## config.mk

```make
export PLATFORM = sky130hd
export DESIGN_NAME = m32de_mul
export DESIGN_NICKNAME = d
export VERILOG_FILES = /design/src/design/m32de_pkg.sv /design/src/design/m32de_mul.sv
export SDC_FILE = /design/constraint.sdc
export NUM_CORES = 2
export LEC_CHECK = 0
export BUFFER_PORTS_ARGS = -buffer_cell sky130_fd_sc_hd__buf_2
export CAP_MARGIN = 0
export CORE_AREA = 2 2 633 635
export DETAILED_ROUTE_END_ITERATION = 10
export DIE_AREA = 0 0 635 637
export PLACE_DENSITY_LB_ADDON = 0.25
export SYNTH_ARGS = -nofsm -noshare
export SYNTH_HDL_FRONTEND = slang
export SYNTH_SLANG_ARGS = --single-unit
```

## constraint.sdc

```tcl
create_clock -name vclk -period 16.6
set_input_delay 2.49 -clock vclk [all_inputs]
set_output_delay 2.49 -clock vclk [all_outputs]
set_load 0.02 [all_outputs]
```

## src/design/m32de_pkg.sv

```systemverilog
// ============================================================================
// m32de_pkg
// Shared types and constants of the MIPS32 integer decode and execute unit.
// ============================================================================
`default_nettype none

package m32de_pkg;

    // Number of one-bit steps in the pipelined divider.
    localparam int DIV_STAGES = 32;

    // Operation numbers, dense in decode order, then float and undefined.
    typedef enum logic [6:0] {
        OP_NOP, OP_SSNOP, OP_SLL, OP_SRL, OP_SRA, OP_SLLV, OP_SRLV, OP_SRAV,
        OP_JR, OP_JRHB, OP_JALR, OP_JALRHB, OP_MOVZ, OP_MOVN, OP_SYSCALL,
        OP_BREAK, OP_SYNC, OP_MFHI, OP_MTHI, OP_MFLO, OP_MTLO, OP_MULT,
        OP_MULTU, OP_DIV, OP_DIVU, OP_ADD, OP_ADDU, OP_SUB, OP_SUBU, OP_AND,
        OP_OR, OP_XOR, OP_NOR, OP_SLT, OP_SLTU, OP_TGE, OP_TGEU, OP_TLT,
        OP_TLTU, OP_TEQ, OP_TNE, OP_BLTZ, OP_BGEZ, OP_BLTZL, OP_BGEZL,
        OP_TGEI, OP_TGEIU, OP_TLTI, OP_TLTIU, OP_TEQI, OP_TNEI, OP_BLTZAL,
        OP_BGEZAL, OP_BLTZALL, OP_BGEZALL, OP_J, OP_JAL, OP_BEQ, OP_BNE,
        OP_BLEZ, OP_BGTZ, OP_ADDI, OP_ADDIU, OP_SLTI, OP_SLTIU, OP_ANDI,
        OP_ORI, OP_XORI, OP_LUI, OP_MFC0, OP_CFC0, OP_MTC0, OP_TLBR, OP_TLBWI,
        OP_TLBWR, OP_TLBP, OP_ERET, OP_WAIT, OP_BEQL, OP_BNEL, OP_BLEZL,
        OP_BGTZL, OP_MADD, OP_MADDU, OP_MUL, OP_MSUB, OP_MSUBU, OP_CLZ, OP_CLO,
        OP_LB, OP_LH, OP_LWL, OP_LW, OP_LBU, OP_LHU, OP_LWR, OP_SB, OP_SH,
        OP_SWL, OP_SW, OP_SWR, OP_CACHE, OP_LL, OP_PREF, OP_SC, OP_FLOAT,
        OP_UNDEF
    } op_t;

    // Read mask bits.
    localparam logic [3:0] RD_NONE = 4'd0;
    localparam logic [3:0] RD_RS   = 4'd1;
    localparam logic [3:0] RD_RT   = 4'd2;
    localparam logic [3:0] RD_RSRT = 4'd3;
    localparam logic [3:0] RD_HI   = 4'd4;
    localparam logic [3:0] RD_LO   = 4'd8;
    localparam logic [3:0] RD_ALL  = 4'd15;

    // Write destinations.
    localparam logic [2:0] WD_NONE = 3'd0;
    localparam logic [2:0] WD_RD   = 3'd1;
    localparam logic [2:0] WD_RT   = 3'd2;
    localparam logic [2:0] WD_RDC  = 3'd3;
    localparam logic [2:0] WD_HI   = 3'd4;
    localparam logic [2:0] WD_LO   = 3'd5;
    localparam logic [2:0] WD_HILO = 3'd6;
    localparam logic [2:0] WD_RA   = 3'd7;

    // Branch kinds.
    localparam logic [1:0] BK_NONE   = 2'd0;
    localparam logic [1:0] BK_DELAY  = 2'd1;
    localparam logic [1:0] BK_LIKELY = 2'd2;
    localparam logic [1:0] BK_NOSLOT = 2'd3;

    // Memory access kinds.
    localparam logic [3:0] MK_NONE = 4'd0;
    localparam logic [3:0] MK_LB   = 4'd1;
    localparam logic [3:0] MK_LH   = 4'd2;
    localparam logic [3:0] MK_LW   = 4'd3;
    localparam logic [3:0] MK_LWU  = 4'd4;
    localparam logic [3:0] MK_SB   = 4'd5;
    localparam logic [3:0] MK_SH   = 4'd6;
    localparam logic [3:0] MK_SW   = 4'd7;
    localparam logic [3:0] MK_SWU  = 4'd8;

    // Status codes.
    localparam logic [1:0] ST_DONE    = 2'd0;
    localparam logic [1:0] ST_SYSCALL = 2'd1;
    localparam logic [1:0] ST_UNSUP   = 2'd2;

    typedef struct packed {
        logic [31:0] instr_word;
        logic [31:0] pc_value;
        logic [31:0] rs_value;
        logic [31:0] rt_value;
        logic [31:0] hi_value;
        logic [31:0] lo_value;
    } item_t;

    typedef struct packed {
        logic [6:0]  op_id;
        logic [3:0]  read_mask;
        logic [2:0]  write_dest;
        logic [1:0]  branch_kind;
        logic [3:0]  mem_kind;
        logic [31:0] result_word;
        logic [63:0] result_hilo;
        logic [31:0] next_pc;
        logic        condition;
        logic [31:0] mem_address;
        logic [1:0]  status;
    } result_t;

    // Work in flight between the decode stage and the final stage.
    typedef struct packed {
        result_t     res;
        op_t         op;
        logic [31:0] rs;
        logic [31:0] rt;
        logic [63:0] acc;
        logic [15:0] lz;
        logic        mul_sgn;
        logic [63:0] prod;
        logic        neg_q;
        logic        neg_r;
        logic        div_ok;
    } stage_t;

    typedef struct packed {
        logic [3:0] rm;
        logic [2:0] wd;
        logic [1:0] bk;
        logic [3:0] mk;
    } attr_t;

    // Operand, destination, branch and memory attributes of each operation.
    function automatic attr_t op_attr(input op_t op);
        attr_t a;
        a = '{RD_NONE, WD_NONE, BK_NONE, MK_NONE};
        case (op) inside
            OP_SLL, OP_SRL, OP_SRA:             a = '{RD_RT, WD_RD, BK_NONE, MK_NONE};
            OP_SLLV, OP_SRLV, OP_SRAV, OP_MUL:  a = '{RD_RSRT, WD_RD, BK_NONE, MK_NONE};
            [OP_ADD:OP_SLTU]:                   a = '{RD_RSRT, WD_RD, BK_NONE, MK_NONE};
            OP_JR, OP_JRHB, OP_BLTZ, OP_BGEZ,
            OP_BLEZ, OP_BGTZ:                   a = '{RD_RS, WD_NONE, BK_DELAY, MK_NONE};
            OP_JALR, OP_JALRHB:                 a = '{RD_RS, WD_RD, BK_DELAY, MK_NONE};
            OP_MOVZ, OP_MOVN:                   a = '{RD_RSRT, WD_RDC, BK_NONE, MK_NONE};
            OP_MFHI:                            a = '{RD_HI, WD_RD, BK_NONE, MK_NONE};
            OP_MTHI:                            a = '{RD_RS, WD_HI, BK_NONE, MK_NONE};
            OP_MFLO:                            a = '{RD_LO, WD_RD, BK_NONE, MK_NONE};
            OP_MTLO:                            a = '{RD_RS, WD_LO, BK_NONE, MK_NONE};
            [OP_MULT:OP_DIVU]:                  a = '{RD_RSRT, WD_HILO, BK_NONE, MK_NONE};
            [OP_TGE:OP_TNE]:                    a = '{RD_RSRT, WD_NONE, BK_NONE, MK_NONE};
            OP_BLTZL, OP_BGEZL, OP_BLEZL,
            OP_BGTZL:                           a = '{RD_RS, WD_NONE, BK_LIKELY, MK_NONE};
            [OP_TGEI:OP_TNEI], OP_CACHE,
            OP_PREF:                            a = '{RD_RS, WD_NONE, BK_NONE, MK_NONE};
            OP_BLTZAL, OP_BGEZAL:               a = '{RD_RS, WD_RA, BK_DELAY, MK_NONE};
            OP_BLTZALL, OP_BGEZALL:             a = '{RD_RS, WD_RA, BK_LIKELY, MK_NONE};
            OP_J:                               a = '{RD_NONE, WD_NONE, BK_DELAY, MK_NONE};
            OP_JAL:                             a = '{RD_NONE, WD_RA, BK_DELAY, MK_NONE};
            OP_BEQ, OP_BNE:                     a = '{RD_RSRT, WD_NONE, BK_DELAY, MK_NONE};
            OP_BEQL, OP_BNEL:                   a = '{RD_RSRT, WD_NONE, BK_LIKELY, MK_NONE};
            [OP_ADDI:OP_XORI]:                  a = '{RD_RS, WD_RT, BK_NONE, MK_NONE};
            OP_LUI, OP_MFC0, OP_CFC0:           a = '{RD_NONE, WD_RT, BK_NONE, MK_NONE};
            OP_MTC0:                            a = '{RD_RT, WD_NONE, BK_NONE, MK_NONE};
            OP_ERET:                            a = '{RD_NONE, WD_NONE, BK_NOSLOT, MK_NONE};
            OP_MADD, OP_MADDU, OP_MSUB,
            OP_MSUBU:                           a = '{RD_ALL, WD_HILO, BK_NONE, MK_NONE};
            OP_CLZ, OP_CLO:                     a = '{RD_RS, WD_RD, BK_NONE, MK_NONE};
            OP_LB, OP_LBU:                      a = '{RD_RS, WD_RT, BK_NONE, MK_LB};
            OP_LH, OP_LHU:                      a = '{RD_RS, WD_RT, BK_NONE, MK_LH};
            OP_LWL, OP_LWR:                     a = '{RD_RSRT, WD_RT, BK_NONE, MK_LWU};
            OP_LW, OP_LL:                       a = '{RD_RS, WD_RT, BK_NONE, MK_LW};
            OP_SB:                              a = '{RD_RSRT, WD_NONE, BK_NONE, MK_SB};
            OP_SH:                              a = '{RD_RSRT, WD_NONE, BK_NONE, MK_SH};
            OP_SWL, OP_SWR:                     a = '{RD_RSRT, WD_NONE, BK_NONE, MK_SWU};
            OP_SW:                              a = '{RD_RSRT, WD_NONE, BK_NONE, MK_SW};
            OP_SC:                              a = '{RD_RSRT, WD_RT, BK_NONE, MK_SW};
            default:                            a = '{RD_NONE, WD_NONE, BK_NONE, MK_NONE};
        endcase
        return a;
    endfunction

endpackage

`default_nettype wire

```

## src/design/m32de_mul.sv

```systemverilog
// ============================================================================
// m32de_mul
// Two-stage multiply unit: a registered 33x33 product, then the HI/LO
// accumulate or subtract and the MUL low word.
// ============================================================================
`default_nettype none

module m32de_mul (
    input  wire m32de_pkg::stage_t src,
    input  wire m32de_pkg::stage_t mid,
    output m32de_pkg::stage_t      prod_out,
    output m32de_pkg::stage_t      acc_out
);
    import m32de_pkg::*;

    logic signed [32:0] a_ext, b_ext;
    logic signed [65:0] p_full;

    assign a_ext  = $signed({src.mul_sgn & src.rs[31], src.rs});
    assign b_ext  = $signed({src.mul_sgn & src.rt[31], src.rt});
    assign p_full = a_ext * b_ext;

    // First stage: attach the product to the item.
    always_comb
    begin
        prod_out = src;
        prod_out.prod = p_full[63:0];
    end

    // Second stage: fold the product into the result.
    always_comb
    begin
        acc_out = mid;
        case (mid.op)
            OP_MULT, OP_MULTU: acc_out.res.result_hilo = mid.prod;
            OP_MADD, OP_MADDU: acc_out.res.result_hilo = mid.acc + mid.prod;
            OP_MSUB, OP_MSUBU: acc_out.res.result_hilo = mid.acc - mid.prod;
            OP_MUL:            acc_out.res.result_word = mid.prod[31:0];
            default: ;
        endcase
    end

endmodule

`default_nettype wire
```

==> flow_metrics.tcl <==
set metrics [dict create \
    slowest_delay_ns 0.79 \
    grt_pass1_vias 41160 \
    timing.final.crit_share 0.8869 \
    yosys_warnings 0 \
    postCtsSetupBuffers 0 \
    critPathKind "input port to output pin" \
    die-area_mm2 0.4045 \
    track_usage 0.1123 \
    tns_ns 0 \
    avgSynthCellArea_um2 8.483 \
    core-area_mm2 0.3980 \
    top_layer "met5" \
    drt_wl_total_um 231000 \
    cp_max_fo 34 \
    overflow 0 \
    hold_buffers 0 \
    vias_per_cell 3.463 \
    drt_iter0_drc 2430 \
    critPathTopFamily "adder cells" \
    wl_per_cell_um 21.21 \
    m1WireLength_um 98640 \
    crit_path_start "src[202]" \
    rows 232 \
    max_slew_margin 0.1819 \
    synthCells 5769 \
    syn_area_mm2 0.04894 \
    stdcell_area_mm2 0.05373 \
    slowest_stage "buf_2" \
    wl_met2_um 102500 \
    crit_cells 27 \
    setup_viol 0 \
    synth-seq-area-share 0 \
    crit_buf_inv 7 \
    required_ns 14.11 \
    port_buffers 656 \
    finalHoldViolations 0 \
    grt_start_max_net_pins 52 \
    vias 37700 \
    maxSlewViolCount 0 \
    ioPinCount 1608 \
    nets 7814 \
    worst_pin_slew_ns 1.227 \
    antenna_found_initial 78 \
    period_needed_ns 14.72 \
    synth_nets 7975 \
    area_delta_synth_final_pct 9.795 \
    seq_cells 0 \
    post_cts_resized 0 \
    initial_core_util 0.1230 \
    rsz0062_at_grt "no" \
    final-seq-area_um2 0 \
    firstDrtPassIters 5 \
    hpwl_um 202100 \
    nFillCells 45990 \
    hold_path_class "input port to output pin" \
    routabilityCongestion 0.8992 \
    yosysUniqueCellTypes 65 \
    fmax_mhz 67.92 \
    drive_gt1_frac 0.1436 \
    clkbuf_count 0 \
    ant_nets 0 \
    grt_pass1_wl_um 327400 \
    drc 0 \
    chipHeight_um 637 \
    endpoint "prod_out[60]" \
    worstPathArrival_ns 12.23 \
    cap_violations 0 \
    status "complete, no violations" \
    place_area_mm2 0.05369 \
    die_x_um 635 \
    wl_met3_um 21070 \
    crit_top_cell "fa_1" \
    cp-start-kind "input port" \
    cp-end-kind "output pin" \
]
## through the flow
| step | worst slack (ns) | cells | hold slack (ns) | util |
|---|---|---|---|---|
| floorplan | 3.952 | 5769 | 5.093 | - |
| global placement | 1.547 | 10870 | 4.980 | 0.1349 |
| detailed placement | 1.518 | 10870 | 4.980 | 0.1349 |
| CTS | 1.492 | 10870 | 4.980 | 0.1349 |
| global route | 1.274 | 10870 | 4.980 | 0.1349 |
| finish | 1.878 | 10890 | 4.980 | 0.1350 |
## kinds of logic (layout without fill, tap and decap cells)
logic type               count (synthesis)  count (layout)  share of synthesized area
buffers and inverters                 2059            1896                     0.2074
AND/OR/NAND/NOR                       1512            1512                     0.1458
adder cells (fa/ha/maj)               1402            1402                     0.5312
AO/OA/AOI/OAI                          569             569                    0.07336
XOR/XNOR                               191             191                    0.03418
multiplexers                            36              36                   0.008131
other                                    0              17                          0
## layout by cell type, fill, tap and decap left out, types with 22 or more instances in the layout
cell,instances
xor2_1,74
and2_1,363
inv_1,1149
o21ai_0,146
nand2_1,793
fa_1,1125
mux2_2,30
a21oi_1,153
nor3_1,31
buf_4,90
and3_1,34
xnor2_1,117
a31oi_1,22
buf_2,656
nand3_1,29
ha_1,276
a22oi_1,54
a21o_1,42
nand4_1,27
nor2_1,134
## layer usage
layer / GRT usage / vias to the layer above
li1: - / 16360
met1: 0.1461 / 19630
met2: 0.1779 / 1346
met3: 0.03318 / 318
met4: 0.03389 / 44
met5: 0.003781 / -
## cell type report
type / count / area (um2) / area share
Tap cell: 5265 / 6588 / 0.1226
Multi-Input combinational cell: 3710 / 38810 / 0.7223
Antenna cell: 17 / 42.54 / 0.0007918
Timing Repair Buffer: 747 / 3979 / 0.07405
Inverter: 1149 / 4313 / 0.08027
## worst min path at each step
stage,from,endpoint,slack (ns),depth (start not counted)
2_1_floorplan,mid[0],acc_out[0],5.09,1
3_3_place_gp,mid[149],acc_out[149],4.98,0
3_5_place_dp,mid[149],acc_out[149],4.98,0
4_1_cts,mid[149],acc_out[149],4.98,0
5_1_grt,mid[183],acc_out[183],4.98,0
6_report,mid[162],acc_out[162],4.98,0
## synthesized netlist by cell type (all sizes together) (54+ instances only)
master | n | area [um2]
inv | 1149 | 4313
fa | 1126 | 22540
nand2 | 794 | 2980
buf | 646 | 4843
and2 | 364 | 2277
ha | 276 | 3453
clkbuf | 264 | 991.0
a21oi | 154 | 770.7
o21ai | 148 | 744.5
nor2 | 136 | 510.5
xnor2 | 117 | 1025
xor2 | 74 | 648.1
a22oi | 54 | 405.4
Power is left out: the tool's default activity adds up to more than one toggle a clock period on the data nets, which glitch-free logic cannot reach.
