**src/design/m32de_pkg.sv**
```systemverilog
// ============================================================================
// m32de_pkg
// Shared types and constants of the MIPS32 integer decode and execute unit.
// ============================================================================
`default_nettype none

package m32de_pkg;

    // Number of one-bit steps in the pipelined divider.
    localparam int DIV_STAGES = 32;

    // Operation numbers, dense in decode order, then float and undefined.
    typedef enum logic [6:0] {
        OP_NOP, OP_SSNOP, OP_SLL, OP_SRL, OP_SRA, OP_SLLV, OP_SRLV, OP_SRAV,
        OP_JR, OP_JRHB, OP_JALR, OP_JALRHB, OP_MOVZ, OP_MOVN, OP_SYSCALL,
        OP_BREAK, OP_SYNC, OP_MFHI, OP_MTHI, OP_MFLO, OP_MTLO, OP_MULT,
        OP_MULTU, OP_DIV, OP_DIVU, OP_ADD, OP_ADDU, OP_SUB, OP_SUBU, OP_AND,
        OP_OR, OP_XOR, OP_NOR, OP_SLT, OP_SLTU, OP_TGE, OP_TGEU, OP_TLT,
        OP_TLTU, OP_TEQ, OP_TNE, OP_BLTZ, OP_BGEZ, OP_BLTZL, OP_BGEZL,
        OP_TGEI, OP_TGEIU, OP_TLTI, OP_TLTIU, OP_TEQI, OP_TNEI, OP_BLTZAL,
        OP_BGEZAL, OP_BLTZALL, OP_BGEZALL, OP_J, OP_JAL, OP_BEQ, OP_BNE,
        OP_BLEZ, OP_BGTZ, OP_ADDI, OP_ADDIU, OP_SLTI, OP_SLTIU, OP_ANDI,
        OP_ORI, OP_XORI, OP_LUI, OP_MFC0, OP_CFC0, OP_MTC0, OP_TLBR, OP_TLBWI,
        OP_TLBWR, OP_TLBP, OP_ERET, OP_WAIT, OP_BEQL, OP_BNEL, OP_BLEZL,
        OP_BGTZL, OP_MADD, OP_MADDU, OP_MUL, OP_MSUB, OP_MSUBU, OP_CLZ, OP_CLO,
        OP_LB, OP_LH, OP_LWL, OP_LW, OP_LBU, OP_LHU, OP_LWR, OP_SB, OP_SH,
        OP_SWL, OP_SW, OP_SWR, OP_CACHE, OP_LL, OP_PREF, OP_SC, OP_FLOAT,
        OP_UNDEF
    } op_t;

    // Read mask bits.
    localparam logic [3:0] RD_NONE = 4'd0;
    localparam logic [3:0] RD_RS   = 4'd1;
    localparam logic [3:0] RD_RT   = 4'd2;
    localparam logic [3:0] RD_RSRT = 4'd3;
    localparam logic [3:0] RD_HI   = 4'd4;
    localparam logic [3:0] RD_LO   = 4'd8;
    localparam logic [3:0] RD_ALL  = 4'd15;

    // Write destinations.
    localparam logic [2:0] WD_NONE = 3'd0;
    localparam logic [2:0] WD_RD   = 3'd1;
    localparam logic [2:0] WD_RT   = 3'd2;
    localparam logic [2:0] WD_RDC  = 3'd3;
    localparam logic [2:0] WD_HI   = 3'd4;
    localparam logic [2:0] WD_LO   = 3'd5;
    localparam logic [2:0] WD_HILO = 3'd6;
    localparam logic [2:0] WD_RA   = 3'd7;

    // Branch kinds.
    localparam logic [1:0] BK_NONE   = 2'd0;
    localparam logic [1:0] BK_DELAY  = 2'd1;
    localparam logic [1:0] BK_LIKELY = 2'd2;
    localparam logic [1:0] BK_NOSLOT = 2'd3;

    // Memory access kinds.
    localparam logic [3:0] MK_NONE = 4'd0;
    localparam logic [3:0] MK_LB   = 4'd1;
    localparam logic [3:0] MK_LH   = 4'd2;
    localparam logic [3:0] MK_LW   = 4'd3;
    localparam logic [3:0] MK_LWU  = 4'd4;
    localparam logic [3:0] MK_SB   = 4'd5;
    localparam logic [3:0] MK_SH   = 4'd6;
    localparam logic [3:0] MK_SW   = 4'd7;
    localparam logic [3:0] MK_SWU  = 4'd8;

    // Status codes.
    localparam logic [1:0] ST_DONE    = 2'd0;
    localparam logic [1:0] ST_SYSCALL = 2'd1;
    localparam logic [1:0] ST_UNSUP   = 2'd2;

    typedef struct packed {
        logic [31:0] instr_word;
        logic [31:0] pc_value;
        logic [31:0] rs_value;
        logic [31:0] rt_value;
        logic [31:0] hi_value;
        logic [31:0] lo_value;
    } item_t;

    typedef struct packed {
        logic [6:0]  op_id;
        logic [3:0]  read_mask;
        logic [2:0]  write_dest;
        logic [1:0]  branch_kind;
        logic [3:0]  mem_kind;
        logic [31:0] result_word;
        logic [63:0] result_hilo;
        logic [31:0] next_pc;
        logic        condition;
        logic [31:0] mem_address;
        logic [1:0]  status;
    } result_t;

    // Work in flight between the decode stage and the final stage.
    typedef struct packed {
        result_t     res;
        op_t         op;
        logic [31:0] rs;
        logic [31:0] rt;
        logic [63:0] acc;
        logic [15:0] lz;
        logic        mul_sgn;
        logic [63:0] prod;
        logic        neg_q;
        logic        neg_r;
        logic        div_ok;
    } stage_t;

    typedef struct packed {
        logic [3:0] rm;
        logic [2:0] wd;
        logic [1:0] bk;
        logic [3:0] mk;
    } attr_t;

    // Operand, destination, branch and memory attributes of each operation.
    function automatic attr_t op_attr(input op_t op);
        attr_t a;
        a = '{RD_NONE, WD_NONE, BK_NONE, MK_NONE};
        case (op) inside
            OP_SLL, OP_SRL, OP_SRA:             a = '{RD_RT, WD_RD, BK_NONE, MK_NONE};
            OP_SLLV, OP_SRLV, OP_SRAV, OP_MUL:  a = '{RD_RSRT, WD_RD, BK_NONE, MK_NONE};
            [OP_ADD:OP_SLTU]:                   a = '{RD_RSRT, WD_RD, BK_NONE, MK_NONE};
            OP_JR, OP_JRHB, OP_BLTZ, OP_BGEZ,
            OP_BLEZ, OP_BGTZ:                   a = '{RD_RS, WD_NONE, BK_DELAY, MK_NONE};
            OP_JALR, OP_JALRHB:                 a = '{RD_RS, WD_RD, BK_DELAY, MK_NONE};
            OP_MOVZ, OP_MOVN:                   a = '{RD_RSRT, WD_RDC, BK_NONE, MK_NONE};
            OP_MFHI:                            a = '{RD_HI, WD_RD, BK_NONE, MK_NONE};
            OP_MTHI:                            a = '{RD_RS, WD_HI, BK_NONE, MK_NONE};
            OP_MFLO:                            a = '{RD_LO, WD_RD, BK_NONE, MK_NONE};
            OP_MTLO:                            a = '{RD_RS, WD_LO, BK_NONE, MK_NONE};
            [OP_MULT:OP_DIVU]:                  a = '{RD_RSRT, WD_HILO, BK_NONE, MK_NONE};
            [OP_TGE:OP_TNE]:                    a = '{RD_RSRT, WD_NONE, BK_NONE, MK_NONE};
            OP_BLTZL, OP_BGEZL, OP_BLEZL,
            OP_BGTZL:                           a = '{RD_RS, WD_NONE, BK_LIKELY, MK_NONE};
            [OP_TGEI:OP_TNEI], OP_CACHE,
            OP_PREF:                            a = '{RD_RS, WD_NONE, BK_NONE, MK_NONE};
            OP_BLTZAL, OP_BGEZAL:               a = '{RD_RS, WD_RA, BK_DELAY, MK_NONE};
            OP_BLTZALL, OP_BGEZALL:             a = '{RD_RS, WD_RA, BK_LIKELY, MK_NONE};
            OP_J:                               a = '{RD_NONE, WD_NONE, BK_DELAY, MK_NONE};
            OP_JAL:                             a = '{RD_NONE, WD_RA, BK_DELAY, MK_NONE};
            OP_BEQ, OP_BNE:                     a = '{RD_RSRT, WD_NONE, BK_DELAY, MK_NONE};
            OP_BEQL, OP_BNEL:                   a = '{RD_RSRT, WD_NONE, BK_LIKELY, MK_NONE};
            [OP_ADDI:OP_XORI]:                  a = '{RD_RS, WD_RT, BK_NONE, MK_NONE};
            OP_LUI, OP_MFC0, OP_CFC0:           a = '{RD_NONE, WD_RT, BK_NONE, MK_NONE};
            OP_MTC0:                            a = '{RD_RT, WD_NONE, BK_NONE, MK_NONE};
            OP_ERET:                            a = '{RD_NONE, WD_NONE, BK_NOSLOT, MK_NONE};
            OP_MADD, OP_MADDU, OP_MSUB,
            OP_MSUBU:                           a = '{RD_ALL, WD_HILO, BK_NONE, MK_NONE};
            OP_CLZ, OP_CLO:                     a = '{RD_RS, WD_RD, BK_NONE, MK_NONE};
            OP_LB, OP_LBU:                      a = '{RD_RS, WD_RT, BK_NONE, MK_LB};
            OP_LH, OP_LHU:                      a = '{RD_RS, WD_RT, BK_NONE, MK_LH};
            OP_LWL, OP_LWR:                     a = '{RD_RSRT, WD_RT, BK_NONE, MK_LWU};
            OP_LW, OP_LL:                       a = '{RD_RS, WD_RT, BK_NONE, MK_LW};
            OP_SB:                              a = '{RD_RSRT, WD_NONE, BK_NONE, MK_SB};
            OP_SH:                              a = '{RD_RSRT, WD_NONE, BK_NONE, MK_SH};
            OP_SWL, OP_SWR:                     a = '{RD_RSRT, WD_NONE, BK_NONE, MK_SWU};
            OP_SW:                              a = '{RD_RSRT, WD_NONE, BK_NONE, MK_SW};
            OP_SC:                              a = '{RD_RSRT, WD_RT, BK_NONE, MK_SW};
            default:                            a = '{RD_NONE, WD_NONE, BK_NONE, MK_NONE};
        endcase
        return a;
    endfunction

endpackage

`default_nettype wire

```
**src/design/m32de_decode.sv**
```systemverilog
// ============================================================================
// m32de_decode
// First pipeline stage: decodes the instruction word and computes all
// results that need no later stage; multiply, divide and count-leading work follow later.
// ============================================================================
`default_nettype none

module m32de_decode (
    input  wire logic            clk,
    input  wire logic            rst_n,
    input  wire logic            in_vld,
    input  wire m32de_pkg::item_t item,
    output m32de_pkg::stage_t    dec_reg,
    output logic                 dec_vld_reg
);
    import m32de_pkg::*;

    logic [31:0] w, pc, rs, rt, simm, btarget, pc8, pc4, rs_lz;
    logic [5:0]  opc, fn;
    logic [4:0]  f_rs, f_rt, f_rd, f_sh;
    op_t         op;
    attr_t       at;
    stage_t      dec_next;

    // Leading zero count of one byte, 0 to 8.
    function automatic logic [3:0] lz8(input logic [7:0] b);
        logic [3:0] n;
        logic       hit;
        n   = 4'd0;
        hit = 1'b0;
        for (int i = 7; i >= 0; i--) begin
            if (!hit && !b[i]) n = n + 4'd1;
            else hit = 1'b1;
        end
        return n;
    endfunction

    assign w     = item.instr_word;
    assign pc    = item.pc_value;
    assign rs    = item.rs_value;
    assign rt    = item.rt_value;
    assign opc   = w[31:26];
    assign f_rs  = w[25:21];
    assign f_rt  = w[20:16];
    assign f_rd  = w[15:11];
    assign f_sh  = w[10:6];
    assign fn    = w[5:0];
    assign simm  = {{16{w[15]}}, w[15:0]};
    assign pc4   = pc + 32'd4;
    assign pc8   = pc + 32'd8;
    assign btarget = pc4 + {simm[29:0], 2'b00};

    // Operation decode.
    always_comb
    begin
        op = OP_UNDEF;
        case (opc)
            6'd0:
            begin
                case (fn)
                    6'd0:
                    begin
                        if ((f_rt | f_rd | f_sh) == 5'd0) op = OP_NOP;
                        else if ((f_rt | f_rd) == 5'd0 && f_sh == 5'd1) op = OP_SSNOP;
                        else op = OP_SLL;
                    end
                    6'd1:  op = OP_FLOAT;
                    6'd2:  op = OP_SRL;
                    6'd3:  op = OP_SRA;
                    6'd4:  op = OP_SLLV;
                    6'd6:  op = OP_SRLV;
                    6'd7:  op = OP_SRAV;
                    6'd8:  op = (f_sh == 5'd0) ? OP_JR : ((f_sh == 5'd16) ? OP_JRHB : OP_UNDEF);
                    6'd9:  op = (f_sh == 5'd0) ? OP_JALR
                                : ((f_sh == 5'd16) ? OP_JALRHB : OP_UNDEF);
                    6'd10: op = OP_MOVZ;
                    6'd11: op = OP_MOVN;
                    6'd12: op = OP_SYSCALL;
                    6'd13: op = OP_BREAK;
                    6'd15: op = OP_SYNC;
                    6'd16: op = OP_MFHI;
                    6'd17: op = OP_MTHI;
                    6'd18: op = OP_MFLO;
                    6'd19: op = OP_MTLO;
                    6'd24: op = OP_MULT;
                    6'd25: op = OP_MULTU;
                    6'd26: op = OP_DIV;
                    6'd27: op = OP_DIVU;
                    6'd32: op = OP_ADD;
                    6'd33: op = OP_ADDU;
                    6'd34: op = OP_SUB;
                    6'd35: op = OP_SUBU;
                    6'd36: op = OP_AND;
                    6'd37: op = OP_OR;
                    6'd38: op = OP_XOR;
                    6'd39: op = OP_NOR;
                    6'd42: op = OP_SLT;
                    6'd43: op = OP_SLTU;
                    6'd48: op = OP_TGE;
                    6'd49: op = OP_TGEU;
                    6'd50: op = OP_TLT;
                    6'd51: op = OP_TLTU;
                    6'd52: op = OP_TEQ;
                    6'd54: op = OP_TNE;
                    default: op = OP_UNDEF;
                endcase
            end
            6'd1:
            begin
                case (f_rt)
                    5'd0:  op = OP_BLTZ;
                    5'd1:  op = OP_BGEZ;
                    5'd2:  op = OP_BLTZL;
                    5'd3:  op = OP_BGEZL;
                    5'd8:  op = OP_TGEI;
                    5'd9:  op = OP_TGEIU;
                    5'd10: op = OP_TLTI;
                    5'd11: op = OP_TLTIU;
                    5'd12: op = OP_TEQI;
                    5'd14: op = OP_TNEI;
                    5'd16: op = OP_BLTZAL;
                    5'd17: op = OP_BGEZAL;
                    5'd18: op = OP_BLTZALL;
                    5'd19: op = OP_BGEZALL;
                    default: op = OP_UNDEF;
                endcase
            end
            6'd2:  op = OP_J;
            6'd3:  op = OP_JAL;
            6'd4:  op = OP_BEQ;
            6'd5:  op = OP_BNE;
            6'd6:  op = OP_BLEZ;
            6'd7:  op = OP_BGTZ;
            6'd8:  op = OP_ADDI;
            6'd9:  op = OP_ADDIU;
            6'd10: op = OP_SLTI;
            6'd11: op = OP_SLTIU;
            6'd12: op = OP_ANDI;
            6'd13: op = OP_ORI;
            6'd14: op = OP_XORI;
            6'd15: op = OP_LUI;
            6'd16:
            begin
                if (f_rs == 5'd0) op = OP_MFC0;
                else if (f_rs == 5'd2) op = OP_CFC0;
                else if (f_rs == 5'd4) op = OP_MTC0;
                else if (f_rs == 5'd16)
                begin
                    case (fn)
                        6'd1:  op = OP_TLBR;
                        6'd2:  op = OP_TLBWI;
                        6'd6:  op = OP_TLBWR;
                        6'd8:  op = OP_TLBP;
                        6'd24: op = OP_ERET;
                        6'd32: op = OP_WAIT;
                        default: op = OP_UNDEF;
                    endcase
                end
            end
            6'd20: op = OP_BEQL;
            6'd21: op = OP_BNEL;
            6'd22: op = OP_BLEZL;
            6'd23: op = OP_BGTZL;
            6'd28:
            begin
                case (fn)
                    6'd0:  op = OP_MADD;
                    6'd1:  op = OP_MADDU;
                    6'd2:  op = OP_MUL;
                    6'd4:  op = OP_MSUB;
                    6'd5:  op = OP_MSUBU;
                    6'd32: op = OP_CLZ;
                    6'd33: op = OP_CLO;
                    default: op = OP_UNDEF;
                endcase
            end
            6'd32: op = OP_LB;
            6'd33: op = OP_LH;
            6'd34: op = OP_LWL;
            6'd35: op = OP_LW;
            6'd36: op = OP_LBU;
            6'd37: op = OP_LHU;
            6'd38: op = OP_LWR;
            6'd40: op = OP_SB;
            6'd41: op = OP_SH;
            6'd42: op = OP_SWL;
            6'd43: op = OP_SW;
            6'd46: op = OP_SWR;
            6'd47: op = OP_CACHE;
            6'd48: op = OP_LL;
            6'd51: op = OP_PREF;
            6'd56: op = OP_SC;
            6'd17, 6'd19, 6'd49, 6'd53, 6'd57, 6'd61: op = OP_FLOAT;
            default: op = OP_UNDEF;
        endcase
    end

    assign at    = op_attr(op);
    assign rs_lz = (op == OP_CLO) ? ~rs : rs;

    // Results done in this stage; the later stages fill in multiply, divide and counts.
    always_comb
    begin
        dec_next = '0;
        dec_next.op      = op;
        dec_next.rs      = rs;
        dec_next.rt      = rt;
        dec_next.acc     = {item.hi_value, item.lo_value};
        dec_next.lz      = {lz8(rs_lz[31:24]), lz8(rs_lz[23:16]),
                            lz8(rs_lz[15:8]), lz8(rs_lz[7:0])};
        dec_next.mul_sgn = (op == OP_MULT) || (op == OP_MADD) || (op == OP_MSUB);
        dec_next.neg_q   = (op == OP_DIV) && (rs[31] != rt[31]);
        dec_next.neg_r   = (op == OP_DIV) && rs[31];
        dec_next.div_ok  = (rt != 32'd0)
                           && !(op == OP_DIV && rs == 32'h8000_0000 && rt == 32'hffff_ffff);
        dec_next.res.op_id       = op;
        dec_next.res.read_mask   = at.rm;
        dec_next.res.write_dest  = at.wd;
        dec_next.res.branch_kind = at.bk;
        dec_next.res.mem_kind    = at.mk;
        case (op)
            OP_SLL:  dec_next.res.result_word = rt << f_sh;
            OP_SRL:  dec_next.res.result_word = rt >> f_sh;
            OP_SRA:  dec_next.res.result_word = $unsigned($signed(rt) >>> f_sh);
            OP_SLLV: dec_next.res.result_word = rt << rs[4:0];
            OP_SRLV: dec_next.res.result_word = rt >> rs[4:0];
            OP_SRAV: dec_next.res.result_word = $unsigned($signed(rt) >>> rs[4:0]);
            OP_JR, OP_JRHB:
            begin
                dec_next.res.next_pc   = rs;
                dec_next.res.condition = 1'b1;
            end
            OP_JALR, OP_JALRHB:
            begin
                dec_next.res.result_word = pc8;
                dec_next.res.next_pc     = rs;
                dec_next.res.condition   = 1'b1;
            end
            OP_MOVZ:
            begin
                dec_next.res.result_word = rs;
                dec_next.res.condition   = (rt == 32'd0);
            end
            OP_MOVN:
            begin
                dec_next.res.result_word = rs;
                dec_next.res.condition   = (rt != 32'd0);
            end
            OP_SYSCALL: dec_next.res.status = ST_SYSCALL;
            OP_MFHI: dec_next.res.result_word = item.hi_value;
            OP_MTHI: dec_next.res.result_hilo = {rs, item.lo_value};
            OP_MFLO: dec_next.res.result_word = item.lo_value;
            OP_MTLO: dec_next.res.result_hilo = {item.hi_value, rs};
            OP_ADD, OP_ADDU: dec_next.res.result_word = rs + rt;
            OP_SUB, OP_SUBU: dec_next.res.result_word = rs - rt;
            OP_AND:  dec_next.res.result_word = rs & rt;
            OP_OR:   dec_next.res.result_word = rs | rt;
            OP_XOR:  dec_next.res.result_word = rs ^ rt;
            OP_NOR:  dec_next.res.result_word = ~(rs | rt);
            OP_SLT:  dec_next.res.result_word = {31'd0, $signed(rs) < $signed(rt)};
            OP_SLTU: dec_next.res.result_word = {31'd0, rs < rt};
            OP_BLTZ, OP_BLTZL, OP_BLTZAL, OP_BLTZALL:
            begin
                dec_next.res.next_pc     = btarget;
                dec_next.res.condition   = rs[31];
                dec_next.res.result_word = pc8;
            end
            OP_BGEZ, OP_BGEZL, OP_BGEZAL, OP_BGEZALL:
            begin
                dec_next.res.next_pc     = btarget;
                dec_next.res.condition   = !rs[31];
                dec_next.res.result_word = pc8;
            end
            OP_J:
            begin
                dec_next.res.next_pc   = {pc4[31:28], w[25:0], 2'b00};
                dec_next.res.condition = 1'b1;
            end
            OP_JAL:
            begin
                dec_next.res.next_pc     = {pc4[31:28], w[25:0], 2'b00};
                dec_next.res.condition   = 1'b1;
                dec_next.res.result_word = pc8;
            end
            OP_BEQ, OP_BEQL:
            begin
                dec_next.res.next_pc   = btarget;
                dec_next.res.condition = (rs == rt);
            end
            OP_BNE, OP_BNEL:
            begin
                dec_next.res.next_pc   = btarget;
                dec_next.res.condition = (rs != rt);
            end
            OP_BLEZ, OP_BLEZL:
            begin
                dec_next.res.next_pc   = btarget;
                dec_next.res.condition = (rs == 32'd0) || rs[31];
            end
            OP_BGTZ, OP_BGTZL:
            begin
                dec_next.res.next_pc   = btarget;
                dec_next.res.condition = (rs != 32'd0) && !rs[31];
            end
            OP_ADDI, OP_ADDIU: dec_next.res.result_word = rs + simm;
            OP_SLTI:  dec_next.res.result_word = {31'd0, $signed(rs) < $signed(simm)};
            OP_SLTIU: dec_next.res.result_word = {31'd0, rs < simm};
            OP_ANDI:  dec_next.res.result_word = rs & {16'd0, w[15:0]};
            OP_ORI:   dec_next.res.result_word = rs | {16'd0, w[15:0]};
            OP_XORI:  dec_next.res.result_word = rs ^ {16'd0, w[15:0]};
            OP_LUI:   dec_next.res.result_word = {w[15:0], 16'd0};
            OP_MTC0:  dec_next.res.result_word = rt;
            OP_LB, OP_LH, OP_LWL, OP_LW, OP_LBU, OP_LHU, OP_LWR, OP_SB, OP_SH,
            OP_SWL, OP_SW, OP_SWR, OP_LL, OP_SC:
            begin
                dec_next.res.mem_address = rs + simm;
                dec_next.res.result_word = rt;
            end
            OP_FLOAT, OP_UNDEF: dec_next.res.status = ST_UNSUP;
            default: ;
        endcase
    end

    // Stage register; only the valid bit needs a reset.
    always_ff @(posedge clk or negedge rst_n)
    begin
        if (!rst_n) dec_vld_reg <= 1'b0;
        else        dec_vld_reg <= in_vld;
    end

    always_ff @(posedge clk)
    begin
        dec_reg <= dec_next;
    end

endmodule

`default_nettype wire

```
**config.mk**
```make
export PLATFORM = sky130hd
export DESIGN_NAME = m32de_decode
export DESIGN_NICKNAME = d
export VERILOG_FILES = /design/src/design/m32de_pkg.sv /design/src/design/m32de_decode.sv
export SDC_FILE = /design/constraint.sdc
export NUM_CORES = 1
export LEC_CHECK = 0
export BUFFER_PORTS_ARGS = -buffer_cell sky130_fd_sc_hd__buf_2
export CORE_AREA = 2 2 332 334
export CTS_BUF_LIST = sky130_fd_sc_hd__clkbuf_4 sky130_fd_sc_hd__clkbuf_8
export DETAILED_ROUTE_END_ITERATION = 16
export DIE_AREA = 0 0 334 336
export MAX_ROUTING_LAYER = met4
export PLACE_DENSITY = 0.47
export SLEW_MARGIN = 30
export SYNTH_ARGS = -nofsm -noshare
export SYNTH_HDL_FRONTEND = slang
export SYNTH_SLANG_ARGS = --single-unit
```
**constraint.sdc**
```tcl
create_clock -name clk -period 0.8 [get_ports clk]
set_input_delay 0.08 -clock clk [delete_from_list [all_inputs] [get_ports clk]]
set_output_delay 0.08 -clock clk [all_outputs]
set_load 0.005 [all_outputs]
```
==> impl_metrics.toml <==
[run_status]
status = "finished, violations left"
violations = "negative hold slack, negative setup slack"

[floorplan]
placementRows = 121
core_mm2 = 0.108
initial_core_util = 0.299
dieArea_mm2 = 0.112
ios = 598
dieHeight_um = 336
chipWidth_um = 334

[yosys]
synthCells = 4328
ys_seq_area_frac = 0.205
ys_seq_elements = 332
yosys_warnings = 0
synth.area.top_cells = "dfxtp_1, ha_1, nand2_1"
synth-edff-count = 0
yosysUniqueCellTypes = 111
yosys.area.top_type = "dfxtp_1"
ys_async_sr_fraction = 0.00301
netlist_area_mm2 = 0.0324
syn_avg_cell_area_um2 = 7.49
synth-main-ff-cell = "dfxtp_1"
synth_top_area_frac = 0.204

[clock_tree]
clockBufferDepth = 3
cts-buffers-inserted = 59
cts-root-buf = "clkbuf_8"
clock_sinks = 332
cts_tree = "built"
h-tree-depth = 2
clkTransAtPathRegs_ns = 0.06

[routing]
wl_met2_um = 112000
drtPass1Iterations = 8
initialDrtViolationCount = 5357
vias_per_cell = 5.83
vias = 49182
drc = 0
wirelength_um = 266000
routed.top_layer = "met4"
wl_per_cell_um = 31.5
drt-met1-wl_um = 105000
wl_met3_um = 25100
ant_nets = 0

[sta]
slew-limit-headroom = 0.200
setup_violations = 550
max_freq_ghz = 0.265
setup_tns_ns = -627.84
final.setup.worst_slack_ns = -2.98
timing.final.hold_violations = 5
worst_pin_slew_ns = 1.19
period_share = 4.72
hold_slack_ns = -0.0965
drv_slew = 0
layout_min_cycle_time_ns = 3.78
rsz0062_at_grt = "yes"

[cells_and_area]
multiInputGateArea_mm2 = 0.0290
area_growth_pct = 94.9
fillers = 10127
largest_register_ffs = 331
drive_above_1_share = 0.524
nNetsFinal = 7391
area.sequential_mm2 = 0.00665

[worst_setup_path]
setup.worst_path.end_class = "register"
cp_max_fo = 12
worstPathArrival_ns = 4.47
cp.required_ns = 1.49
setup.worst_path.start_class = "input pin"
worstSetupPathType = "in -> reg"

[global_routing]
grt_pass1_wl_um = 360000
grt_pass1_vias = 46731
grt_max_degree = 57
grt.overflow.total = 0
antenna_found_initial = 26
grt_use_total = 0.465

[pwr]
p_total_uw = 80000
power_leakage_uw = 0.0290
power_density_mw_per_mm2 = 1270
ir_worst_vdd_mv = 1.56

[run]
drv_cap = 0

[min_path]
min_path_cells = 5
hold_path.class = "in -> reg"

[placement]
dp_hpwl_um = 208000
numPortBuffers = 533
gp_congestion = 1.10
## cell families after synthesis
logic type / count (synthesis) / share of synthesized area
AO/OA/AOI/OAI: 1419 / 0.309
adder cells (fa/ha/maj): 233 / 0.0909
AND/OR/NAND/NOR: 1404 / 0.208
XOR/XNOR: 161 / 0.0439
other: 1 / 0.000116
buffers and inverters: 592 / 0.0825
flip-flops: 332 / 0.205
multiplexers: 186 / 0.0604
## final timing paths
kind                       startpoint            to  slack, ns
setup / recovery            item[183]  dec_reg[352]      -2.98
hold / removal              item[131]  dec_reg[257]       -0.1
max in group asynchronous       rst_n   dec_vld_reg       0.57
min in group asynchronous       rst_n   dec_vld_reg       0.12
## worst max-delay path, stage by stage
cell and delay [ns]:
buf_2 0.14, a2111o_1 0.55, and3_4 0.22, and2_4 0.17, buf_4 0.13, or4_4 0.49, o211ai_4 0.27, a2111oi_4 0.05
a31o_2 0.23, a211oi_2 0.20, buf_4 0.15, and2_4 0.20, buf_4 0.14, buf_6 0.18, o21ai_1 0.08, nor4_1 0.24
buf_4 0.19, nand4_1 0.28, a2111o_1 0.45
## stage by stage
| stage | instance area, um^2 | hold WS, ns | utilization | std cells | worst slack [ns] |
|---|---|---|---|---|---|
| floorplan | 34800 | -0.216 | - | 4391 | -3.62 |
| global placement | 51200 | -0.138 | 0.472 | 7769 | -4.44 |
| detailed placement | 51200 | -0.138 | 0.472 | 7769 | -4.49 |
| CTS | 60500 | -0.154 | 0.558 | 8298 | -2.94 |
| global route | 63200 | -0.107 | 0.583 | 8431 | -3.05 |
| finish | 63200 | -0.0965 | 0.583 | 8434 | -2.98 |
## layer usage
metal	vias up	global-route usage
li1	21359	-
met1	23927	0.572
met4	0	0.327
met2	3035	0.685
met5	-	-
met3	861	0.0869
## cell type report
type | count | area share
multi-input combinational | 3468 | 0.459
clock buffer | 83 | 0.0171
antenna | 15 | 0.000594
timing repair buffer | 2927 | 0.375
inverter | 175 | 0.0112
sequential | 332 | 0.105
clock inverter | 20 | 0.00408
tap | 1414 | 0.0280
## layout by cell type (no fill, tap or decap), types with 35 or more instances in the layout
cell	instances
buf_4	1879
dfxtp_1	331
nand4_1	54
buf_2	507
a21oi_1	200
a22o_1	79
conb_1	64
dlygate4sd3_1	174
nand2_1	401
a21oi_2	48
o22ai_1	44
xor2_1	55
o21ai_1	51
xnor2_1	93
o21ai_0	113
a211oi_2	40
inv_1	153
a211oi_1	88
buf_6	220
nand3_1	92
o211ai_1	55
o21ai_2	47
buf_8	38
clkbuf_8	73
ha_1	195
mux2i_1	82
buf_12	93
nor2b_1	40
nor3_1	85
a22oi_1	85
o21bai_1	35
mux2i_4	38
nor2_1	312
## Yosys cell counts (all sizes together) (103+ instances only)
cell and instances:
nand2 435, dfxtp 331, buf 195, nor2 358, xnor2 103, mux2i 144
inv 169, a21oi 261, nand3 125, o21ai 231, clkbuf 222, ha 229
a211oi 148, nor3 130
## repair_timing
action | CTS | global route
pin swaps | 294 | 260
buffers inserted | 251 | 139
hold buffers | 174 | 2
gates cloned | 14 | 2
endpoints found under the setup margin | 542 | 546
gates resized for setup | 803 | 379
endpoints found under the hold margin | 231 | 6
## power breakdown
| group | switching (uW) | internal [uW] | total, uW |
|---|---|---|---|
| clock network | 8650 | 10100 | 18800 |
| registers | 463 | 17900 | 18400 |
| logic | 23100 | 19700 | 42900 |
| total | 32300 | 47800 | 80000 |
Power figures use the tool's default switching activity.
